File: config.mk
export PLATFORM = sky130hd
export DESIGN_NAME = kmp_queue
export DESIGN_NICKNAME = d
export VERILOG_FILES = /design/src/rtl/core/kmp_queue.sv
export SDC_FILE = /design/constraint.sdc
export NUM_CORES = 1
export LEC_CHECK = 0
export ABC_CLOCK_PERIOD_IN_PS = 2000
export BUFFER_PORTS_ARGS = -buffer_cell sky130_fd_sc_hd__buf_2
export CAP_MARGIN = 20
export CORE_MARGIN = 5
export CORE_UTILIZATION = 48
export CTS_CLUSTER_DIAMETER = 100
export CTS_CLUSTER_SIZE = 8
export DETAILED_ROUTE_END_ITERATION = 12
export PLACE_DENSITY_LB_ADDON = 0.12
export RECOVER_POWER = 100
export SETUP_SLACK_MARGIN = 0.02
export SKIP_CTS_REPAIR_TIMING = 1
export SLEW_MARGIN = 20
export SYNTH_ARGS = -nofsm -noshare
export SYNTH_HDL_FRONTEND = slang
export SYNTH_SLANG_ARGS = --single-unit
export TNS_END_PERCENT = 100
File: constraint.sdc
create_clock -name clk -period 2 [get_ports clk]
set_clock_uncertainty 0.2 [all_clocks]
set_input_delay 0.4 -clock clk [delete_from_list [all_inputs] [get_ports clk]]
set_output_delay 0.4 -clock clk [all_outputs]
set_load 0.01 [all_outputs]
File: src/rtl/core/kmp_queue.sv
// ----------------------------------------------------------------------------
// KMP decoupling queue
// Small FIFO between the front end and the table sequencer.
// ----------------------------------------------------------------------------
module kmp_queue #(
	parameter int W     = 8,
	parameter int DEPTH = 2
) (
	input  logic         clk,
	input  logic         arst_n,
	input  logic         push,
	input  logic [W-1:0] push_data,
	output logic         full,
	input  logic         pop,
	output logic         not_empty,
	output logic [W-1:0] pop_data
);
	localparam int IW = (DEPTH > 1) ? $clog2(DEPTH) : 1;
	localparam int CW = $clog2(DEPTH + 1);

	logic [W-1:0]  mem_q [DEPTH];
	logic [IW-1:0] wr_ptr_q;
	logic [IW-1:0] rd_ptr_q;
	logic [CW-1:0] count_q;
	logic          do_push;
	logic          do_pop;

	assign full      = (count_q == CW'(DEPTH));
	assign not_empty = (count_q != '0);
	assign do_push   = push && !full;
	assign do_pop    = pop && not_empty;
	assign pop_data  = mem_q[rd_ptr_q];

	always_ff @(posedge clk) begin
		if (do_push) begin
			mem_q[wr_ptr_q] <= push_data;
		end
	end

	always_ff @(posedge clk or negedge arst_n) begin
		if (!arst_n) begin
			wr_ptr_q <= '0;
			rd_ptr_q <= '0;
			count_q  <= '0;
		end else begin
			if (do_push) begin
				wr_ptr_q <= (wr_ptr_q == IW'(DEPTH - 1)) ? '0 : wr_ptr_q + IW'(1);
			end
			if (do_pop) begin
				rd_ptr_q <= (rd_ptr_q == IW'(DEPTH - 1)) ? '0 : rd_ptr_q + IW'(1);
			end
			if (do_push && !do_pop) begin
				count_q <= count_q + CW'(1);
			end else if (do_pop && !do_push) begin
				count_q <= count_q - CW'(1);
			end
		end
	end

endmodule

==> impl_metrics.tcl <==
set metrics [dict create \
    status "finished clean" \
    drive_gt1_share_pct 19.7 \
    crit_path_end_kind "output port" \
    crit_path_max_incr_delay_ps 500 \
    setup_viol 0 \
    slew_headroom_pct 72.1 \
    crit_path_start_kind "register" \
    r2r_slack_ps 300 \
    dr.pass1.iters 3 \
    cts.sinks 20 \
    cp_cell_sequence "mux2_1 -> clkbuf_1" \
    synth-edff-count 16 \
    n_antenna_cell 0 \
    netlist_area_sq_um 783 \
    ios 22 \
    yosys_warnings 0 \
    dp_slack_ps 312 \
    p_leak_nw 0.359 \
    grt-ovfl-total 0 \
    grt_use_total_pct 9.94 \
    ys_seq_elements 20 \
    crit_fanout 9 \
    grt_pass1_wl_um 1900 \
    switching_share_pct 32.9 \
    cts-htree-levels 1 \
    synthMostInstantiatedCell "edfxtp_1" \
    critPathSlowestCell "dfrtp_2" \
    finalNetCount 85 \
    antenna_left 0 \
    hpwl_um 855 \
    areaGrowthSynthToFinish_pct 18.8 \
    core_area_sq_um 1520 \
    worstPathArrival_ps 1270 \
    die_area_sq_um 2540 \
    worstMarginPinSlew_ps 419 \
    p_clk_share_pct 14.7 \
    final.setup.worst_slack_ps 126 \
    p_switching_mw 0.413 \
    drv_slew 0 \
    start_util_pct 51.4 \
    synth_top_area_cell "edfxtp_1" \
    synth_area_leaders "edfxtp_1 (61%), dfrtp_1 (13%), mux2_1 (12%)" \
    p_int_mw 0.843 \
    cp_data_required_time_ps 1400 \
    cts_root_buf "clkbuf_4" \
    port_buffers 21 \
    gp_congestion 0.670 \
    yosysTopAreaCellShare_pct 61.3 \
    pwr-share-seq_pct 52.7 \
    drt_iter0_markers 1 \
    vias 413 \
    clkTransAtPathRegs_ps 110 \
    clock_path_buffers 2 \
    p_per_area_nw_per_um2 1350 \
    grt_max_degree 12 \
    holdCritPathClass "in2reg" \
    cts_tree "done" \
    min_delay_path_depth 1 \
    syn_nets 57 \
    clock_latency_ps 280 \
    avgSynthCellArea_sq_um 17.8 \
    std_cell_rows 14 \
    fmax_mhz 533 \
    period_minus_slack_ps 1870 \
    path_class "reg2out" \
    r2r_cells 6 \
    reg2reg_from "count_q[0]$_DFFE_PN0P_" \
    ys_seq_area_share_pct 74.1 \
    fin_cells 87 \
    p_comb_share_pct 32.7 \
    place_inst 82 \
    antenna_found_initial 0 \
    wl_um 1160 \
    drc_errors 0 \
    synthCells 44 \
    min_from "push_data[1]" \
    grt_pass1_vias 439 \
    cts_buffers 3 \
    ys.flop_type "edfxtp_1" \
    maxCapViolations 0 \
    min_to "mem_q[1][1]$_DFFE_PP_" \
    irDropWorstVdd_mv 0.772 \
    synth.distinct_cells 14 \
    yosys-top-cells-count "edfxtp_1 (16), mux2_1 (8), dfrtp_1 (4)" \
    rsz0062_at_grt "false" \
    die_x_um 50.4 \
    chipHeight_um 50.4 \
    hold_violations 0 \
    async_flop_share_pct 20.0 \
    finalCritPeriodShare_pct 93.7 \
    wl_per_cell_um 13.3 \
    vias_per_cell 4.75 \
    r2r-end "count_q[1]$_DFFE_PN0P_" \
]
-- kinds of logic (layout without fill, tap and decap cells) --
logic type | after synthesis | in the layout | synth area share (%)
flip-flops | 20 | 20 | 74.1
buffers and inverters | 3 | 30 | 1.60
XOR/XNOR | 5 | 5 | 5.59
multiplexers | 8 | 8 | 11.5
adder cells (fa/ha/maj) | 1 | 1 | 1.60
AND/OR/NAND/NOR | 7 | 7 | 5.59
-- final cells by class --
class                           instances  area [sq um]
Timing Repair Buffer                   24           108
Clock inverter                          1          3.75
Multi-Input combinational cell         21           188
Fill cell                             121           593
Sequential cell                        20           582
Tap cell                               16          20.0
Clock buffer                            3          22.5
Inverter                                2          7.51
-- layout by cell type, fill, tap and decap left out, drive strengths merged --
cell type	n
clkbuf	18
edfxtp	16
mux2	8
buf	8
dfrtp	4
xnor2	3
inv	2
nor2	2
xor2	2
nand2	2
nand2b	1
or2	1
and3	1
ha	1
clkinv	1
dlygate4sd3	1
-- power groups by stage --
stage	sequential [mW]	clock (mW)	combinational, mW
after detailed placement	0.673	0	0.456
after global placement	0.668	0	0.450
after global routing	0.679	0.218	0.450
after floorplan	0.627	0	0.332
final	0.661	0.184	0.410
after CTS	0.664	0.191	0.461
-- per-layer routing --
layer | part of all wire [%] | global-route usage (%)
met1 | 44 | 12.1
met2 | 47 | 15.5
met3 | 8.1 | 2.66
met4 | 0.69 | 6.38
met5 | 0 | 0
-- state kept, by name, summed over array words and instances (netlist names) --
signal    count
mem_q        16
count_q       2
rd_ptr_q      1
wr_ptr_q      1
-- through the flow --
| step | hold WS, ps | area (sq um) | util [%] | total power, mW | TNS (ps) |
|---|---|---|---|---|---|
| global route | 69.2 | 931 | 61.1 | 1.35 | 0 |
| floorplan | -95.6 | 783 | - | 0.958 | 0 |
| finish | 90.7 | 931 | 61.1 | 1.26 | 0 |
| detailed placement | 13.9 | 918 | 60.3 | 1.13 | 0 |
| global placement | 15.9 | 918 | 60.3 | 1.12 | 0 |
| CTS | -309 | 945 | 62.0 | 1.32 | -64.5 |
-- how the worst max path moves through the flow --
stage                                 from                      to  slack (ps)
floorplan           count_q[0]$_DFFE_PN0P_  count_q[1]$_DFFE_PN0P_         430
global route          rd_ptr_q$_DFFE_PN0P_             pop_data[3]          40
finish                rd_ptr_q$_DFFE_PN0P_             pop_data[4]         130
CTS                   rd_ptr_q$_DFFE_PN0P_             pop_data[1]         -20
detailed placement    rd_ptr_q$_DFFE_PN0P_             pop_data[1]         310
global placement      rd_ptr_q$_DFFE_PN0P_             pop_data[1]         320
-- critical path: cells and delay by family, from the launching register on --
kind                   cells  cell delay [ps]
multiplexers               1              350
buffers and inverters      1              140
flip-flops                 1              500
(Power assumes the default switching activity.)
