===== config.mk =====
export PLATFORM = sky130hd
export DESIGN_NAME = kmp_front_flat
export DESIGN_NICKNAME = d
export VERILOG_FILES = /design/src/rtl/core/kmp_pkg.sv /design/src/rtl/core/kmp_in_if.sv /design/src/rtl/core/kmp_front.sv /design/src/flat_wrapper.sv
export SDC_FILE = /design/constraint.sdc
export NUM_CORES = 1
export LEC_CHECK = 0
export BUFFER_PORTS_ARGS = -buffer_cell sky130_fd_sc_hd__buf_2
export CAP_MARGIN = 20
export CORE_MARGIN = 8
export CORE_UTILIZATION = 39
export CTS_CLUSTER_DIAMETER = 80
export DETAILED_ROUTE_END_ITERATION = 7
export PLACE_DENSITY_LB_ADDON = 0.05
export SKIP_CTS_REPAIR_TIMING = 1
export SLEW_MARGIN = 20
export SYNTH_ARGS = -nofsm -noshare
export SYNTH_HDL_FRONTEND = slang
export SYNTH_SLANG_ARGS = --single-unit

===== constraint.sdc =====
create_clock -name clk -period 1.9 [get_ports clk]
set_input_delay 0 -clock clk [delete_from_list [all_inputs] [get_ports clk]]
set_output_delay 0 -clock clk [all_outputs]
set_load 0.01 [all_outputs]

===== src/rtl/core/kmp_pkg.sv =====
// ----------------------------------------------------------------------------
// KMP next table builder package
// Shared item classes, sequencer states and output constants.
// ----------------------------------------------------------------------------
package kmp_pkg;

	localparam int OUT_W = 9;

	localparam logic signed [OUT_W-1:0] NEXT_NONE = -9'sd1;
	localparam logic signed [OUT_W-1:0] NEXT_ZERO = 9'sd0;

	typedef enum logic [1:0] {
		K_FIRST,
		K_NORM,
		K_OVER
	} kind_t;

	typedef enum logic [1:0] {
		B_IDLE,
		B_FALL,
		B_LOOK
	} bstate_t;

	typedef struct packed {
		kind_t      kind;
		logic [7:0] byte_v;
	} cls_t;

endpackage


===== src/rtl/core/kmp_in_if.sv =====
// ----------------------------------------------------------------------------
// Pattern byte channel
// Valid/ready channel carrying one pattern byte and its start flag.
// ----------------------------------------------------------------------------
interface kmp_in_if;

	logic       valid;
	logic       ready;
	logic [7:0] pattern_byte;
	logic       first_byte;

	modport source (output valid, output pattern_byte, output first_byte, input ready);
	modport sink (input valid, input pattern_byte, input first_byte, output ready);

endinterface


===== src/rtl/core/kmp_front.sv =====
// ----------------------------------------------------------------------------
// KMP front end
// Accepts pattern bytes, tracks the write position and classifies each byte.
// ----------------------------------------------------------------------------
module kmp_front #(
	parameter int MAX_LEN = 256,
	parameter int PW      = $clog2(MAX_LEN + 1)
) (
	input  logic          clk,
	input  logic          arst_n,
	kmp_in_if.sink        item,
	output logic          q_push,
	input  logic          q_full,
	output kmp_pkg::cls_t q_cls,
	output logic [PW-1:0] q_pos
);
	import kmp_pkg::*;

	localparam logic [PW-1:0] LIMIT = PW'(MAX_LEN);

	logic [PW-1:0] wp_q;
	logic [PW-1:0] pos;

	assign pos        = item.first_byte ? '0 : wp_q;
	assign item.ready = !q_full;
	assign q_push     = item.valid && !q_full;
	assign q_pos      = pos;

	always_comb begin
		q_cls.byte_v = item.pattern_byte;
		if (pos == LIMIT) begin
			q_cls.kind = K_OVER;
		end else if (pos == '0) begin
			q_cls.kind = K_FIRST;
		end else begin
			q_cls.kind = K_NORM;
		end
	end

	// saturate at the table size
	always_ff @(posedge clk or negedge arst_n) begin
		if (!arst_n) begin
			wp_q <= '0;
		end else if (q_push) begin
			wp_q <= (pos == LIMIT) ? pos : pos + PW'(1);
		end
	end

endmodule


===== src/flat_wrapper.sv =====
// flat-port wrapper written by rule: the top's interface ports become plain ports
module kmp_front_flat import kmp_pkg::*;
#(
	parameter int MAX_LEN = 256,
	parameter int PW      = $clog2(MAX_LEN + 1)
)
  (clk, arst_n, q_push, q_full, q_cls, q_pos, item_valid, item_pattern_byte, item_first_byte, item_ready);
  kmp_in_if item_i ();
  input  logic clk;
  input  logic arst_n;
  output logic q_push;
  input  logic q_full;
  output kmp_pkg::cls_t q_cls;
  output logic [PW-1:0] q_pos;
  input wire logic [$bits(item_i.valid)-1:0] item_valid;
  input wire logic [$bits(item_i.pattern_byte)-1:0] item_pattern_byte;
  input wire logic [$bits(item_i.first_byte)-1:0] item_first_byte;
  output wire logic [$bits(item_i.ready)-1:0] item_ready;
  assign item_i.valid = item_valid;
  assign item_i.pattern_byte = item_pattern_byte;
  assign item_i.first_byte = item_first_byte;
  assign item_ready = item_i.ready;
  kmp_front #(.MAX_LEN(MAX_LEN), .PW(PW)) u_core (.clk(clk), .arst_n(arst_n), .item(item_i), .q_push(q_push), .q_full(q_full), .q_cls(q_cls), .q_pos(q_pos));
endmodule

==> results of run 1 <==
## through the flow
stage	std cells	setup slack (ns)
2_1_floorplan	73	0.116
4_1_cts	102	0.115
3_5_place_dp	98	0.129
6_report	103	0.123
3_3_place_gp	98	0.146
5_1_grt	103	0.0716
## power groups by stage
stage | registers, mW | clock network, mW | logic [mW]
floorplan | 0.325 | 0 | 0.274
global placement | 0.358 | 0 | 0.373
detailed placement | 0.360 | 0 | 0.362
CTS | 0.357 | 0.158 | 0.366
global route | 0.376 | 0.167 | 0.406
finish | 0.358 | 0.150 | 0.363
## worst max path at each step
stage / from / cells past startpoint / to / slack [ns]
2_1_floorplan: u_core.wp_q[3] / 3 / u_core.wp_q[0] / 0.12
3_3_place_gp: u_core.wp_q[3] / 3 / u_core.wp_q[0] / 0.15
3_5_place_dp: u_core.wp_q[3] / 3 / u_core.wp_q[0] / 0.13
4_1_cts: u_core.wp_q[3] / 3 / u_core.wp_q[1] / 0.11
5_1_grt: u_core.wp_q[3] / 3 / u_core.wp_q[0] / 0.07
6_report: u_core.wp_q[3] / 3 / u_core.wp_q[1] / 0.12
## metal layers
layer,vias up,routed length (µm),part of all wire
li1,288,-,-
met3,0,102,0.062
met5,-,0,0
met4,0,0,0
met2,15,777,0.47
met1,262,771,0.47
## worst register-to-register path: cells and delay by family, from the launching register on
kind / cells / cell delay (ns)
AND/OR/NAND/NOR: 1 / 0.55
AO/OA/AOI/OAI: 1 / 0.41
multiplexers: 1 / 0.32
flip-flops: 1 / 0.38
## Yosys cell counts, drive strengths merged, types with 2 or more instances
master and n:
a221o 4, and4 2, and4b 2, buf 8, clkbuf 4, dfrtp 9, inv 4, mux2 3
nand2 3, nand2b 3, nand3 3, nand3b 2, nand4 2, nor2b 7, nor3 2, nor4 3
## kinds of logic (layout without fill, tap and decap cells)
| logic type | Yosys count | count (layout) | synth area share |
|---|---|---|---|
| AOI/OAI and AO/OA | 11 | 11 | 0.144 |
| buffers and inverters | 16 | 29 | 0.134 |
| adders and majority gates | 1 | 1 | 0.0187 |
| and+or+nand+nor | 33 | 33 | 0.317 |
| muxes | 3 | 3 | 0.0504 |
| DFF | 9 | 9 | 0.336 |
## cell type report
type | instances | area [µm²]
timing repair buffer | 21 | 118
clock buffer | 4 | 26.3
tap | 17 | 21.3
sequential | 9 | 225
multi-input combinational | 48 | 355
inverter | 4 | 15.0
fill | 167 | 910
==> flow_results.org, run 1 <==
** Power
- Total power draw :: 0.871 mW
- Net load switching power :: 0.341 mW
- Of the total power, combinational logic draws 0.417.
- Internal power comes to 0.530 mW.
- Power spread over the standard cell area amounts to 1150 nW/µm².
- The share of total power dissipated in sequential elements is 0.411.
- Fraction of power consumed by the clock network :: 0.173
- Cell leakage power :: 0.352 nW
- IR analysis of the VDD net gives a maximum drop of 0.532 mV.
- Switching Fraction :: 0.392

** Layout
- Area growth from synthesis to layout :: 13.4%
- The register with the most flip-flops in the layout has 9 of them.
- After the last flow step, the layout net total stands at 101.
- Leaving out fill and tap cells, the most frequent cell in the layout is buf_2.
- Post-route design area :: 761 µm²
- The largest registers in the layout are u_core.wp_q: 9 flops.
- Share of the core filled with cells :: 0.455
- Largest register by flop count :: u_core.wp_q
- Most frequent cells in the layout :: buf_2, dfrtp_1, nor2b_1, inv_1, a221o_1
- Total inserted antenna cells :: 0
- Of the cells placed in the final design, the portion with a size suffix greater than 1 is 0.314.

** Timing
- For the finished layout, the period the worst path requires is 1.78 ns.
- Across all hold checks on the routed design, the worst slack comes to 0.00000393 ns.
- Worst slew pin tran :: 0.407 ns
- Worst slew slack as a fraction of its limit :: 0.728
- Setup violations remaining at the end of the flow were counted as 0.
- Dividing the final minimum period by the clock period gives 0.935.
- Setup repair after global routing left no endpoint under its margin.
- Final hold violations :: 0
- Clock skew :: 0.00530 ns
- Maximum frequency from static timing analysis :: 0.563 GHz
- Setup total negative slack on the finished layout was measured at 0 ns.
- The number of max-slew violations in the final report came to 0.

** Global routing
- Number of global-route vias before repair :: 532
- Grt met2 use :: 0.161
- Global-route wire length before repair :: 2670 µm
- After global routing the overflow that remains totals 0.
- Global-route total usage across every layer :: 0.102
- Fraction of met1 tracks used by global routing :: 0.124
- In this run the most used layer during global routing was met2.
- Antenna violations before repair :: 0
- Largest net degree at the start of global routing :: 17
- In the global route stage, met3 resource usage came out at 0.0516.

** Clock tree
- The tree is rooted in a clkbuf_4.
- Latest clock arrival within the worst-skew pair :: 0.26 ns
- Number of buffers on the longest clock path :: 2
- The number of clock buffers added by TritonCTS is 3.
- Clock edge transition at the registers on the reported setup and hold paths :: 0.07 ns
- H-tree depth :: 1
- TritonCTS clock tree :: built
- Total number of clock tree sinks :: 9

** Floorplan
- Measured along the x axis, the die boundary spans 57.5 µm.
- 34 I/O pins were placed.
- Initial Util :: 0.401
- The floorplan step defined a die boundary enclosing 3300 µm².
- Y dimension of the die :: 57.5 µm
- Total core area :: 1670 µm²
- Number of rows created at floorplan :: 15

** Setup path
- In this run the critical register-to-register path is launched from u_core.wp_q[3].
- In this run the critical register-to-register path is captured at u_core.wp_q[1].
- Top delay family on crit path :: simple AND/OR/NAND/NOR gates
- R2r setup slk :: 0.12 ns
- Worst setup path class :: flip-flop to flip-flop
- Cell with the largest stage delay on the worst path :: or4_4
- Together, buffers and inverters on the worst path number 0.
- The largest single stage delay on the critical path is 0.55 ns.
- The signal on the critical path passes through or4_4, o41a_1, mux2_1.
- The worst setup path is launched from a flip-flop.
- For the worst flop-to-flop path, the logic depth is 3.
- Critical Path Fanout Max :: 3
- For the worst setup path, the data arrival time is 1.92 ns.
- Endpoint kind of the worst setup timing path :: flip-flop
- For the worst setup path, the data required time is 2.04 ns.

** Hold path
- Hold Crit Start :: item_pattern_byte[3]
- Path class of the lowest-slack min-delay path :: input pin to output port
- The worst hold path passes through 0 cells.
- Endpoint of the worst hold path :: q_cls[3]

** Route
- WL final :: 1650 µm
- Antenna viol nets, final :: 0
- Vias/cell :: 5.49
- Average wire per standard cell :: 16.0 µm
- Detailed routing inserted a total of 565 vias.
- First-pass DRT Iterations :: 4
- Drt initial violations :: 8
- In the routed design, unresolved DRC markers number 0.

** Placement
- Weighted congestion reported at the end of routability-driven placement :: 0.714
- Summing all placed instances gives a cell area of 724 µm².
- Input/output buffers :: 17
- Placed wire-length estimate after detailed placement :: 1270 µm

** Logic synthesis
- Synthesized net count :: 87
- Fraction of registers with async set/reset :: 1.00
- After synthesis, the mean cell area works out to 9.19 µm².
- Yosys top cell area share :: 0.336
- Number of distinct library cells after synthesis :: 29
- The share of the Yosys chip area taken by registers is 0.336.
- Leading register cell type out of synthesis :: dfrtp_1
- During synthesis, Yosys emitted a total of 0 warnings.
- Number of flops mapped to enable cells by yosys :: 0
- Synthesis handed over a netlist of 73 instances.
- Synthesized area :: 671 µm²
- The synthesized design spends more area on one cell type than any other, namely dfrtp_1.
- Synthesis-stage register bit count :: 9
- After synthesis, the cell types taking the most area are dfrtp_1, buf_4, nor2b_1.

** Job
- Maximum capacitance violations :: 0

** Outcome
- Result of the run :: completed
Note: power is estimated with default switching activity, not from simulation.
==> inputs of run 2 (changes only) <==
- ABC_AREA: unset -> 1
- CORE_UTILIZATION: 39 -> 40
==> flow_results.org, run 2 <==
** Outcome
- Result of the run :: completed

** Power
- Worst-case vdd ir drop :: 0.348 mV (-35%)
- P per Cell Area :: 586 nW/µm² (-49%)
- The static leakage came to 0.464 nW (+32%).

** Layout
- The number of flip-flops under the largest register name was 9 (unchanged).
- The largest registers in the layout are u_core.wp_q: 9 flops.
- Ratio of cells with drive above 1 in the final layout :: 0.336 (+0.0224)
- Fillers :: 191 (+14%)
- The library cell used most frequently in the layout, excluding fill and tap cells, is nand2_1.
- More flip-flops sit in one register than any other, and that register is u_core.wp_q.
- The final instance count without filler cells is 135 (+31%).
- Most frequent cells in the layout :: nand2_1, buf_2, inv_1, dfrtp_1
- From synthesis to final layout, the design area changed by 11.4%.
- The total inserted antenna cells came to 0 (unchanged).
- The total number of nets in the final design came to 125 (+24%).

** Setup path
- In this run the critical register-to-register path is launched from u_core.wp_q[0].
- Data arrival time of the critical path :: 1.45 ns (-0.47 ns)
- STA classifies the critical path startpoint as a flip-flop.
- The largest stage delay on the critical path was 0.39 ns (-0.16 ns).
- Launching instance or port of the critical path :: u_core.wp_q[0]
- Endpoint kind of the worst setup timing path :: output port
- The endpoint required time on the critical path was 1.90 ns (-0.14 ns).
- Worst setup path class :: flip-flop to output port
- Critical Path Fanout Max :: 5 (+2)
- Cell with the largest stage delay on the worst path :: dfrtp_1
- Traced cell by cell, the critical path runs through inv_1, nor2_1, inv_1, ha_1, inv_1, nor2_4, nand3_4, inv_2, buf_2.
- Most used cell, CP :: inv_1

** Logic synthesis
- The share of async-settable or async-resettable flops after synthesis is 1.00 (unchanged).
- The share of the synthesized area in the top cell type was 0.315 (-0.0206).
- By instance count, the leading cell after synthesis is nand2_1.
- The post-synthesis instance area was 714 µm² (+6.5%).
- The sequential fraction of the synthesis area came to 0.315 (-0.0206).
- The number of synthesized flops with an enable pin is 0 (unchanged).
- By count the netlist is led by nand2_1, inv_1, dfrtp_1.
- In the synthesized netlist the dominant register cell turns out to be dfrtp_1.
- Cell taking the most area after synthesis :: dfrtp_1
- The average instance area after synthesis came to 7.37 µm² (-20%).
- Count of synthesis-stage warnings from yosys :: 0 (unchanged)
- Post-Synthesis Cells :: 97 (+33%)
- The synthesized netlist net count was 111 (+28%).
- Synthesis-stage register bit count :: 9 (unchanged)
- Top cells by area in the synthesized netlist :: dfrtp_1, nand2_1, buf_4
- The count of unique library cells instantiated by Yosys came to 17 (-41%).

** Placement
- The count of input and output buffers was 17 (unchanged).
- The half-perimeter wire length after placement is 1310 µm (+3.8%).
- The number of placed instances with taps included came to 130 (+33%).
- Setup slack at placement :: 0.587 ns (+0.458 ns)
- Weighted congestion reported at the end of routability-driven placement :: 0.694 (-2.8%)

** Global routing
- The wire length of the first global-routing pass came to 2590 µm (-3.1%).
- Antenna violations before repair :: 0 (unchanged)
- The total routing usage reported by global routing came to 0.0956 (-0.00643).
- Remaining global-route overflow :: 0 (unchanged)
- The maximum number of pins on one net before global-route repair is 12 (-5).
- The number of global-route vias before repair came to 595 (+12%).

** Floorplan
- Die outline area :: 3390 µm² (+2.8%)
- The vertical die dimension was 58.3 µm (+1.4%).
- The width of the die is 58.3 µm (+1.4%).
- The effective utilization at floorplan came to 0.418 (+0.0168).
- The count of standard-cell rows was 15 (unchanged).
- The placeable core area was 1710 µm² (+2.2%).
- The number of placed I/O pins came to 34 (unchanged).

** Timing
- The total negative slack is 0 ns (unchanged).
- Count of pins over their slew limit :: 0 (unchanged)
- Final worst slack :: 0.455 ns (+0.332 ns)
- Tcrit/Tclk final :: 0.761 (-0.175)
- Worst hold margin :: 0.00000391 ns (-0.0000000230 ns)
- Maximum frequency from static timing analysis :: 0.692 GHz (+23%)
- The clock period minus worst slack was 1.45 ns (-0.332 ns).
- Setup repair after global routing left no endpoint under its margin.
- The final setup skew came to 0.00246 ns (-0.00284 ns).
- Worst slew pin tran :: 0.359 ns (-0.0486 ns)
- The final number of setup-violating endpoints came to 0 (unchanged).
- Worst slew slack as a fraction of its limit :: 0.760 (+0.0315)
- Final hold violations :: 0 (unchanged)

** Clock tree
- Clock tree root buffer cell :: clkbuf_4
- The number of levels the H-tree was split into is 1 (unchanged).
- Clock edge transition at the registers on the reported setup and hold paths :: 0.06 ns (about the same)
- Number of buffers on the longest clock path :: 2 (unchanged)
- TritonCTS built the clock tree.
- Total number of clock tree sinks :: 9 (unchanged)
- Latest clock arrival within the worst-skew pair :: 0.25 ns (about the same)
- The number of buffers created by CTS came to 3 (unchanged).

** Hold path
- Path class of the lowest-slack min-delay path :: input pin to output port
- In this run the most critical hold path is launched from item_pattern_byte[5].

** Route
- WL final :: 1500 µm (-9.3%)
- The number of design rule violations left after detail routing was 0 (unchanged).
- Vias/cell :: 4.43 (-19%)
- The via count of the routed design is 598 (+5.8%).
- The remaining antenna violation count after routing is 0 (unchanged).
- First-pass DRT Iterations :: 4 (unchanged)
- Average wire per standard cell :: 11.1 µm (-31%)
- The count of routing violations after the opening detailed-route iteration came to 6 (-2).

** Job
- Maximum capacitance violations :: 0 (unchanged)
-- run 2: cell count changes after synthesis, moves of 5 or more --
cell and delta:
nand2_1 +28, nor2b_1 -7, nand2_2 +6, inv_2 +5
inv_1 +7
-- run 2: cell type report --
class | instances | area, µm² | share of cell area
clock buffer | 4 | 26.3 | 0.0330
inverter | 16 | 60.1 | 0.0755
multi-input combinational | 63 | 358 | 0.450
sequential | 9 | 225 | 0.283
tap | 25 | 31.3 | 0.0393
timing repair buffer | 18 | 95.1 | 0.119
-- run 2: worst max-delay path, delay by kind of cell, from the launching register on --
kind / cells / cell delay [ns]
simple gates: 3 / 0.25
flops: 1 / 0.39
fa+ha+maj: 1 / 0.19
buf+inv: 5 / 0.37
-- run 2: final timing paths --
path / to / slack, ns / cells after the start
max: q_cls[9] / 0.45 / 9
min: q_cls[5] / 0.000004 / 0
max reg2reg: u_core.wp_q[1] / 0.59 / 10
min reg2reg: u_core.wp_q[8] / 0.49 / 2
max in group asynchronous: u_core.wp_q[8] / 1.60 / 2
min in group asynchronous: u_core.wp_q[4] / 0.13 / 2
-- run 2: metal layers --
metal	wire [µm]	global-route usage	vias to the layer above
met5	0	0	-
met4	10	0.0629	0
met3	152	0.0353	2
met2	681	0.159	29
met1	652	0.0978	255
li1	-	-	312
-- run 2: power breakdown --
part	switching [mW]	total, mW	internal [mW]	leakage, nW
combinational	0.0657	0.106	0.0404	0.327
sequential	0.0144	0.220	0.206	0.122
clock	0.0597	0.140	0.0805	0.0150
total	0.140	0.467	0.327	0.464
-- run 2: logic make-up after synthesis --
kind of cell               count (synthesis)  synth area share
buffers and inverters                     25             0.184
AOI/OAI and AO/OA                          2            0.0210
DFF                                        9             0.315
and+or+nand+nor                           56             0.413
adders and majority gates                  1            0.0175
xor gates and xnor gates                   4            0.0490
-- run 2: through the flow --
stage          power (mW)  utilization  area (µm²)
2_1_floorplan       0.313            -         714
3_3_place_gp        0.330        0.445         759
3_5_place_dp        0.331        0.445         759
4_1_cts             0.475        0.460         786
5_1_grt             0.500        0.466         796
6_report            0.467        0.466         796
==> inputs of run 3 (changes only) <==
- clock period: 1.9 -> 1.4 ns (I/O delays scaled with it)
==> flow_results.org, run 3 (synthesis gave the netlist of run 2 again) <==
** Layout
- Register Area :: 225 µm² (unchanged)
- Ratio of cells with drive above 1 in the final layout :: 0.402 (+0.0654)
- Most frequent cells in the layout :: nand2_1, buf_2, inv_1, dfrtp_1
- Fillers :: 184 (-3.7%)
- The final core utilization was 0.495 (+0.0293).
- From synthesis to final layout, the design area changed by 18.4%.
- u_core.wp_q holds more flip-flops than any other register.
- The largest registers in the layout are u_core.wp_q: 9 flops.
- Multi-input combinational cell area :: 383 µm² (+7.0%)
- The library cell used most frequently in the layout, excluding fill and tap cells, is nand2_1.
- Total inserted antenna cells :: 0 (unchanged)
- Max reg flops :: 9 (unchanged)
- NumNets Final :: 127 (+1.6%)

** Clock tree
- Latest clock arrival within the worst-skew pair :: 0.25 ns (about the same)
- Clock tree synthesis selected as its root buffer the cell clkbuf_4.
- Clock edge transition at the registers on the reported setup and hold paths :: 0.06 ns (about the same)
- H-tree depth :: 1 (unchanged)
- Number of buffers on the longest clock path :: 2 (unchanged)
- TritonCTS clock tree :: built
- Total number of clock tree sinks :: 9 (unchanged)
- The number of buffers created by CTS came to 3 (unchanged).

** Floorplan
- The width of the die was 58.3 µm (unchanged).
- Initial Util :: 0.418 (unchanged)
- Y dimension of the die :: 58.3 µm (unchanged)
- Die outline area :: 3390 µm² (unchanged)
- Number of top-level pins :: 34 (unchanged)
- The count of standard-cell rows is 15 (unchanged).
- Total core area :: 1710 µm² (unchanged)

** Timing
- Maximum frequency from static timing analysis :: 0.742 GHz
- Final hold violations :: 0 (unchanged)
- The final number of setup-violating endpoints is 0 (unchanged).
- Count of pins over their slew limit :: 0 (unchanged)
- Tcrit/Tclk final :: 0.962
- The final setup skew was 0.00165 ns (-0.000807 ns).
- The headroom to the max-slew limit was 0.761 (+0.00145).
- The post-layout worst setup margin was 0.0531 ns (-0.402 ns).
- Worst hold margin :: 0.00000391 ns (unchanged)
- Setup repair after global routing missed its margin :: yes
- The transition time of the tightest slew-check pin is 0.356 ns (-0.00216 ns).
- Final period demand of the worst path :: 1.35 ns

** Setup path
- The worst setup path is captured at an output port.
- Required time at the worst-slack endpoint :: 1.40 ns (-0.50 ns)
- Worst setup path class :: flip-flop to output port
- R2r setup slk :: 0.07 ns (-0.52 ns)
- The number of cells on the worst reg-to-reg path came to 10 (unchanged).
- Worst r2r src :: u_core.wp_q[0]
- Worst Setup Start Kind :: flip-flop
- Among all stages on the critical path, the largest delay is contributed by dfrtp_1.
- The number of buffers and inverters on the critical path is 5 (unchanged).
- The path length in cells of the critical path was 9 (unchanged).
- The largest stage delay on the critical path is 0.39 ns (about the same).
- Most used cell, CP :: inv_2
- The data arrival time of the critical path was 1.35 ns (-0.10 ns).
- Top delay family on crit path :: flip-flops
- Walking the worst path, the cells encountered are inv_1, nor2_2, inv_2, ha_4, inv_2, nor2_4, nand3_4, inv_2, buf_6.
- The maximum net fanout on the critical path came to 4 (-1).
- Launching instance or port of the critical path :: u_core.wp_q[0]
- In this run the critical register-to-register path is captured at u_core.wp_q[2].
- The critical path ends at q_cls[9].

** Route
- Antenna viol nets, final :: 0 (unchanged)
- The average wire per standard cell came to 11.9 µm (+7.0%).
- The number of design rule violations left after detail routing was 0 (unchanged).
- The detailed-route wire length came to 1630 µm (+8.6%).
- The number of detailed-routing iterations run before antenna repair came to 2 (-2).
- Overall via count from detail_route :: 616 (+3.0%)
- The post-detailed-route via-to-cell ratio was 4.50 (+1.5%).
- Drt initial violations :: 4 (-2)

** Power
- The part of the total power dissipated in sequential elements was 0.454 (-0.018).
- P per Cell Area :: 786 nW/µm² (+34%)
- The switching part of the total power came to 0.309 (+0.00883).
- The clock share of power is 0.287 (-0.013).
- Worst-case vdd ir drop :: 0.465 mV (+34%)
- The power consumption is 0.665 mW (+42%).
- Comb pwr share :: 0.259 (+0.032)
- Net load switching power :: 0.205 mW (+47%)
- Internal Power :: 0.460 mW (+41%)
- Cell leakage power :: 0.476 nW (+2.7%)

** Global routing
- The total routing usage reported by global routing came to 0.0956 (unchanged).
- Number of global-route vias before repair :: 595 (unchanged)
- Global-route wire length before repair :: 2590 µm (unchanged)
- Remaining global-route overflow :: 0 (unchanged)
- The maximum number of pins on one net before global-route repair is 12 (unchanged).
- Antenna violations before repair :: 0 (unchanged)

** Placement
- Setup slack at placement :: 0.0870 ns (-0.500 ns)
- The weighted congestion reported at the end of routability-driven placement is 0.694 (unchanged).
- Input/output buffers :: 17 (unchanged)
- The half-perimeter wire length after placement is 1310 µm (unchanged).

** Hold path
- Path class of the lowest-slack min-delay path :: input pin to output port

** Outcome
- The run finished with clean final reports.

** Job
- The number of max-cap violations was 0 (unchanged).
-- run 3: area by class of cell --
| class | instances | area share |
|---|---|---|
| clock buffers | 4 | 0.0311 |
| inverters | 16 | 0.0710 |
| multi-input cells | 63 | 0.453 |
| flip-flops and latches | 9 | 0.266 |
| well taps | 25 | 0.0370 |
| repair buffers | 20 | 0.142 |
-- run 3: worst min-delay path by stage --
stage,start,endpoint,slack [ns],cells after the start
finish,item_pattern_byte[5],q_cls[5],0.000004,0
global route,item_pattern_byte[5],q_cls[5],0.00002,0
CTS,arst_n,u_core.wp_q[2],-0.41,1
detailed placement,arst_n,u_core.wp_q[7],-0.13,1
global placement,arst_n,u_core.wp_q[6],-0.14,1
floorplan,arst_n,u_core.wp_q[0],-0.30,0
-- run 3: power by group through the flow --
| stage | clock, mW | combinational, mW | sequential [mW] |
|---|---|---|---|
| final | 0.191 | 0.172 | 0.302 |
| after global routing | 0.210 | 0.194 | 0.303 |
| after CTS | 0.200 | 0.146 | 0.299 |
| after detailed placement | 0 | 0.146 | 0.303 |
| after global placement | 0 | 0.145 | 0.303 |
| after floorplan | 0 | 0.125 | 0.299 |
-- run 3: metal layers --
metal | vias to the layer above | GRT usage | wire, µm
li1 | 316 | - | -
met1 | 273 | 0.0978 | 686
met2 | 25 | 0.159 | 784
met3 | 2 | 0.0353 | 142
met4 | 0 | 0.0629 | 10
met5 | - | 0 | 0
-- run 3: worst reg2reg max path: cells and delay by family (launching register included) --
kind / cells / cell delay [ns]
AND/OR/NAND/NOR: 5 / 0.36
buffers and inverters: 4 / 0.33
adder cells (fa/ha/maj): 1 / 0.12
flip-flops: 1 / 0.41
-- run 3: through the flow --
step	area [µm²]	setup TNS [ns]	cells
floorplan	714	0	97
global placement	759	0	130
global route	846	-0.0379	137
finish	846	0	137
detailed placement	759	0	130
CTS	786	-0.0588	134
